===== src/rtl/bba_pkg.sv =====
// Shared constants, types and helper functions for the bitmap block allocator.
package bba_pkg;

   // Map geometry; WORD_BITS is a power of two so word and bit split by shift
   localparam int MAP_CHUNKS = 8;
   localparam int CHUNK_BITS = 8192;
   localparam int WORD_BITS  = 32;

   localparam int TOTAL_BITS = MAP_CHUNKS * CHUNK_BITS;
   localparam int MAP_WORDS  = (TOTAL_BITS + WORD_BITS - 1) / WORD_BITS;
   localparam int LAST_BITS  = TOTAL_BITS - (MAP_WORDS - 1) * WORD_BITS;

   localparam int BIT_W  = $clog2(WORD_BITS);
   localparam int WIDX_W = $clog2(MAP_WORDS);
   localparam int WCNT_W = $clog2(MAP_WORDS + 1);
   localparam int POS_W  = BIT_W + WIDX_W;

   // Field widths
   localparam int NUM_W      = 17;
   localparam int BASE_W     = 16;
   localparam int STATUS_W   = 2;
   localparam int CSR_IDX_W  = 2;
   localparam int CSR_DATA_W = 17;
   localparam int SUM_W      = ((POS_W > NUM_W) ? POS_W : NUM_W) + 1;

   localparam logic [NUM_W-1:0] LIMIT_RESET = NUM_W'(65536);

   typedef logic [WORD_BITS-1:0]  word_type;
   typedef logic [WIDX_W-1:0]     widx_type;
   typedef logic [WCNT_W-1:0]     wcnt_type;
   typedef logic [BIT_W-1:0]      bit_type;
   typedef logic [NUM_W-1:0]      num_type;
   typedef logic [BASE_W-1:0]     base_type;
   typedef logic [SUM_W-1:0]      sum_type;

   // Request codes
   localparam logic ACTION_ALLOC = 1'b0;
   localparam logic ACTION_FREE  = 1'b1;

   // Register indexes
   localparam logic [CSR_IDX_W-1:0] CSR_BASE_OFFSET  = CSR_IDX_W'(0);
   localparam logic [CSR_IDX_W-1:0] CSR_NUMBER_LIMIT = CSR_IDX_W'(1);

   typedef enum logic [STATUS_W-1:0] {
      STATUS_OK   = 2'd0,
      STATUS_FULL = 2'd1,
      STATUS_BAD  = 2'd2
   } status_type;

   typedef enum logic [2:0] {
      ST_IDLE,
      ST_SCAN,
      ST_ALLOC_COMMIT,
      ST_FREE_CHECK,
      ST_FREE_READ,
      ST_DONE
   } state_type;

   localparam word_type LAST_WORD_MASK = {WORD_BITS{1'b1}} >> (WORD_BITS - LAST_BITS);

   // Bits of a word that belong to the map
   function automatic word_type word_valid(widx_type w);
      word_valid = (w == WIDX_W'(MAP_WORDS - 1)) ? LAST_WORD_MASK : {WORD_BITS{1'b1}};
   endfunction

endpackage


===== src/rtl/bba_find.sv =====
// Lowest set bit search over one bitmap word.
module bba_find (
   input  bba_pkg::word_type free_bits,
   output logic              found,
   output bba_pkg::bit_type  index
);

   // Scan from the top so the lowest set bit wins
   always_comb begin
      found = |free_bits;
      index = '0;
      for (int i = bba_pkg::WORD_BITS - 1; i >= 0; i--) begin
         if (free_bits[i]) begin
            index = bba_pkg::BIT_W'(i);
         end
      end
   end

endmodule


===== config.mk =====
export PLATFORM = sky130hd
export DESIGN_NAME = bba_find
export DESIGN_NICKNAME = d
export VERILOG_FILES = /design/src/rtl/bba_pkg.sv /design/src/rtl/bba_find.sv
export SDC_FILE = /design/constraint.sdc
export NUM_CORES = 1
export LEC_CHECK = 0
export BUFFER_PORTS_ARGS = -buffer_cell sky130_fd_sc_hd__buf_2
export CORE_AREA = 2 2 39 41
export DETAILED_ROUTE_END_ITERATION = 16
export DIE_AREA = 0 0 41 43
export PLACE_DENSITY_LB_ADDON = 0.12
export SLEW_MARGIN = 30
export SYNTH_ARGS = -nofsm -noshare
export SYNTH_HDL_FRONTEND = slang
export SYNTH_SLANG_ARGS = --single-unit

===== constraint.sdc =====
create_clock -name vclk -period 4.7
set_input_delay 1.41 -clock vclk [all_inputs]
set_output_delay 1.41 -clock vclk [all_outputs]
set_load 0.02 [all_outputs]

==> metrics, run 1 <==
run status finished, final reports clean; grt ovf 0; drt wl/cell 10.6 µm; sequential cell count 0; Die X 41 µm; port bufs 38; Net Sw Power 0.0000215 W; All-Layer GR Usage 15.0%; Synth Instances 65; synthesis-to-layout area growth 54.5%; RSZ-0062 raised after global routing false; final instance area 596 µm²; Hold Path Origin free_bits[0]; global-route wire length before repair 1.98 mm; DRC Markers 0; # rows 14; largest family of logic cells by synthesized area simple AND/OR/NAND/NOR gates; vias in the first global route 511; Finished Layout Cells 119; setup tns final 0 ns; crit path kind primary input to output port; Seq pwr share 0%; Clk network pwr share 0%; Comb power frac 100.0%; Yosys top cell by area nor4_1; synth unique cells 24; largest net degree at the start of global routing 6; most common cell in the netlist nor2_1; CP Data Arrival Time 2.64 ns; Vias per Instance 5.33; Post-CTS Resized 0; Post-Syn Area 385 µm²; Worst Hold Path Cells 3; Storage cell area 0 µm²; worst-path maximum fanout 4; Starting Density 27.8%; Clock Buffer Count 0; fmax 247 MHz; placed cells 119; Post-CTS Setup Repair Bufs 0; Post-DP Area 596 µm²; PwrDens 65.7 nW/µm²; Min-Delay Endpoint index[0]; layout cells sized above 1 41.7%; Die Area 1760 µm²; CP required 3.29 ns; via count 634; Post-synth top cells nor2_1, a21oi_1, nor4_1, inv_1, nor3_1; top-level I/O count 38; Iter 0 DRT Violations 8; Slew Viols, Final 0; final wirelength 1.26 mm; Final Hold Fails 0; XOR/XNOR Fraction of Synth Area 0%; total power 0.0000391 W; max_cap viols 0; CP top delay family simple AND/OR/NAND/NOR gates; Avg Cell Area, Syn 5.93 µm²; Crit-path slowest cell or4_4; top post-synthesis cells by area nor4_1, nor2_1, a21oi_1; Detail Placement HPWL 1.13 mm; Critical Path Max Stage Delay 0.56 ns; Die Y 43 µm; crit share post-route 86.2%; Fin Hold WS 3.12 ns; Ant. Diodes 0; top cell type's share of synthesized area 11.4%; compound-gate portion of the synthesized area 38.6%; Net Sw Frac 54.8%; # setup viols final 0; Hold Path Class primary input to output port; critical path buffer and inverter count 2; Worst Setup End Kind output port; Slew headroom 65.0%; Seq/Total Area, Yosys 0%; Post-DRT Antenna Nets 0; mux share of post-synthesis cell area 0%; worst-path cell chain buf_2 > or4_4 > o21ai_1 > nand2_1 > a21boi_2 > buf_2; CTS Hold Bufs 0; Slew @ Worst Pin 0.521 ns; nets@finish 137; worst vdd ir 0.0323 mV; DR pass1 iterations 5; post-synthesis simple-gate area fraction 55.5%; Startpoint Class primary input; Tmin final 4.05 ns; syn nets 97; core area 1380 µm²; post-synthesis adder-cell area fraction 0%; GPL Wtd Cong 0.804; static leakage 0.272 nW; Crit path top cell by count buf_2; Syn. warnings 0; Internal 0.0000177 W; initial antenna violation count 0
[how the worst max path moves through the flow]
stage	from	end	slack, ns	depth (start not counted)
detailed placement	free_bits[19]	index[2]	0.65	6
global route	free_bits[27]	found	0.57	6
floorplan	free_bits[30]	index[0]	0.73	5
global placement	free_bits[19]	index[2]	0.65	6
CTS	free_bits[19]	index[2]	0.64	6
finish	free_bits[19]	index[2]	0.65	6
[through the flow]
stage / util (%) / setup slack [ns]
floorplan: - / 0.728
global placement: 43.0 / 0.646
detailed placement: 43.0 / 0.646
CTS: 43.0 / 0.640
global route: 43.0 / 0.570
finish: 43.0 / 0.650
[area by class of cell]
| cell class | count | area, µm² |
|---|---|---|
| fill | 171 | 788 |
| tap | 16 | 20.0 |
| inverter | 6 | 22.5 |
| timing repair buffer | 38 | 190 |
| multi-input combinational | 59 | 363 |
[cell families (layout without fill, tap and decap cells)]
group,Yosys count,count (layout)
compound gates,22,22
simple gates,37,37
buf+inv,6,44
[placed cells by master (no fill, tap or decap)]
cell,n
a2111oi_0,2
a211oi_1,1
a21boi_2,1
a21o_1,1
a21oi_1,7
a221oi_1,1
and2_1,1
buf_2,38
inv_1,6
nand2_1,3
nand3_1,1
nand4_1,1
nor2_1,10
nor2b_1,1
nor3_1,5
nor3_2,2
nor3b_1,2
nor4_1,7
o2111ai_1,1
o21a_1,1
o21ai_0,2
o21ai_1,1
o31ai_1,4
or4_1,2
or4_4,2
[power groups by stage]
| stage | clock (W) | combinational, W | sequential, W |
|---|---|---|---|
| floorplan | 0 | 0.0000142 | 0 |
| global placement | 0 | 0.0000389 | 0 |
| detailed placement | 0 | 0.0000390 | 0 |
| CTS | 0 | 0.0000391 | 0 |
| global route | 0 | 0.0000438 | 0 |
| finish | 0 | 0.0000391 | 0 |
[metal layers]
metal,GRT usage [%],vias up,wire [µm]
li1,-,338,-
met1,21.5,277,579
met2,25.6,19,606
met3,0,0,74
met4,0,0,0
met5,0,-,0
Power figures use the tool's default switching activity.
==> inputs of run 2 (changes only) <==
Settings changed: ABC_AREA set to 1.
==> run 2 against run 1 <==
Area after synthesis rose by 22%. Sequential cell count did not move. Critical endpoint is now index[0]. Non-clock buffer count did not move. Via count rose by 3.8%. Highest routed layer unchanged. Cell count rose by 35%. Sequential share of layout area did not move. Clock-buffer cell count did not move. First-iteration DRC count fell by 38%. Total power rose by 18%. Die area did not move.
==> metrics, run 2 <==
Fin Hold WS 3.11 ns; static leakage 0.472 nW; Syn. warnings 0; most common cell in the netlist nand2_1; Slew headroom 79.2%; Slew Viols, Final 0; Iter 0 DRT Violations 5; vias in the first global route 509; Critical Path Max Stage Delay 0.14 ns; Synth Instances 107; CP required 3.29 ns; Net Sw Power 0.0000227 W; synth unique cells 17; Post-synth top cells nand2_1, inv_1, nor2_1, inv_2; sequential cell count 0; Post-Syn Area 470 µm²; Util after Layout 49.8%; Yosys top cell by area nand2_1; core area 1380 µm²; Hold Path Class primary input to output port; Clock Buffer Count 0; RSZ-0062 raised after global routing true; Post-DRT Antenna Nets 0; Starting Density 34.0%; Detail Placement HPWL 942 µm; crit path kind primary input to output port; syn nets 139; setup tns final 0 ns; DRC Markers 0; final wirelength 1.03 mm; GPL Wtd Cong 0.660; All-Layer GR Usage 11.9%; nets@finish 179; initial antenna violation count 0; Clk network pwr share 0%; max_cap viols 0; global-route wire length before repair 1.62 mm; Setup WS post-layout 0.166 ns; Slew @ Worst Pin 0.309 ns; Internal 0.0000233 W; # rows 14; Tmin final 4.53 ns; Ant. Diodes 0; Die Area 1760 µm²; Crit path top cell by count nand2_1; Crit-path slowest cell buf_4; largest net degree at the start of global routing 4; synthesis-to-layout area growth 46.5%; top cell type's share of synthesized area 34.3%; Final Hold Fails 0; Net Sw Frac 49.4%; top post-synthesis cells by area nand2_1, inv_1, nor2_1; Startpoint Class primary input; drt wl/cell 6.40 µm; Seq pwr share 0%; # setup viols final 0; CTS Hold Bufs 0; DR pass1 iterations 3; leading cell type in the layout, fill and taps excluded nand2_1; worst vdd ir 0.0355 mV; Vias per Instance 4.09; run status finished, final reports clean; crit share post-route 96.5%; total power 0.0000460 W; PwrDens 66.7 nW/µm²; top-level I/O count 38; worst-path maximum fanout 2; fmax 221 MHz; Die X 41 µm; port bufs 38; via count 658; worst slack at placement 0.0970 ns; grt ovf 0; layout cells sized above 1 31.7%; Avg Cell Area, Syn 4.40 µm²; CP Data Arrival Time 3.12 ns; Comb power frac 100.0%; Die Y 43 µm; commonest non-fill, non-tap cells in the layout nand2_1, buf_2, inv_1; FILL cells 168; Storage cell area 0 µm²; Seq/Total Area, Yosys 0%; Worst Setup End Kind output port
[run 2: metal layers]
metal	GRT usage (%)	wire, µm	vias to the layer above
li1	-	-	391
met3	1.57	101	0
met2	21.6	447	22
met5	0	0	-
met1	14.9	480	245
met4	0	0	0
[run 2: worst paths after layout]
| path | startpoint | to | slack (ns) | cells past startpoint |
|---|---|---|---|---|
| hold / removal | free_bits[0] | index[0] | 3.11 | 3 |
| setup / recovery | free_bits[30] | index[0] | 0.17 | 33 |
[run 2: power by group through the flow]
stage / Clock [W] / Sequential (W) / Combinational [W]
after detailed placement: 0 / 0 / 0.0000454
after floorplan: 0 / 0 / 0.0000249
after global placement: 0 / 0 / 0.0000447
final: 0 / 0 / 0.0000460
after CTS: 0 / 0 / 0.0000457
after global routing: 0 / 0 / 0.0000530
[run 2: area by class of cell]
cell class | instances | area, µm² | area share, %
Multi-Input combinational cell | 74 | 319 | 46.3
Inverter | 33 | 151 | 22.0
Timing Repair Buffer | 38 | 199 | 28.9
Tap cell | 16 | 20.0 | 2.90
[run 2: stage by stage]
stage	area [µm²]	instances
floorplan	470	107
global placement	681	161
detailed placement	681	161
CTS	681	161
global route	689	161
finish	689	161
[run 2: timing repair]
action                     in CTS  in global routing
gates resized for setup         0                  3
setup endpoints to repair       0                  1
buffers inserted                0                  0
[run 2: cells by family (layout without fill, tap and decap cells)]
| kind of cell | Yosys count | in the layout | synth area share, % |
|---|---|---|---|
| compound gates | 10 | 10 | 14.6 |
| buf+inv | 33 | 71 | 32.2 |
| simple gates | 64 | 64 | 53.2 |
[run 2: worst max-delay path: cells and delay by family]
family,cells,cell delay (ns)
compound gates,1,0.11
buf+inv,3,0.26
simple gates,29,1.34
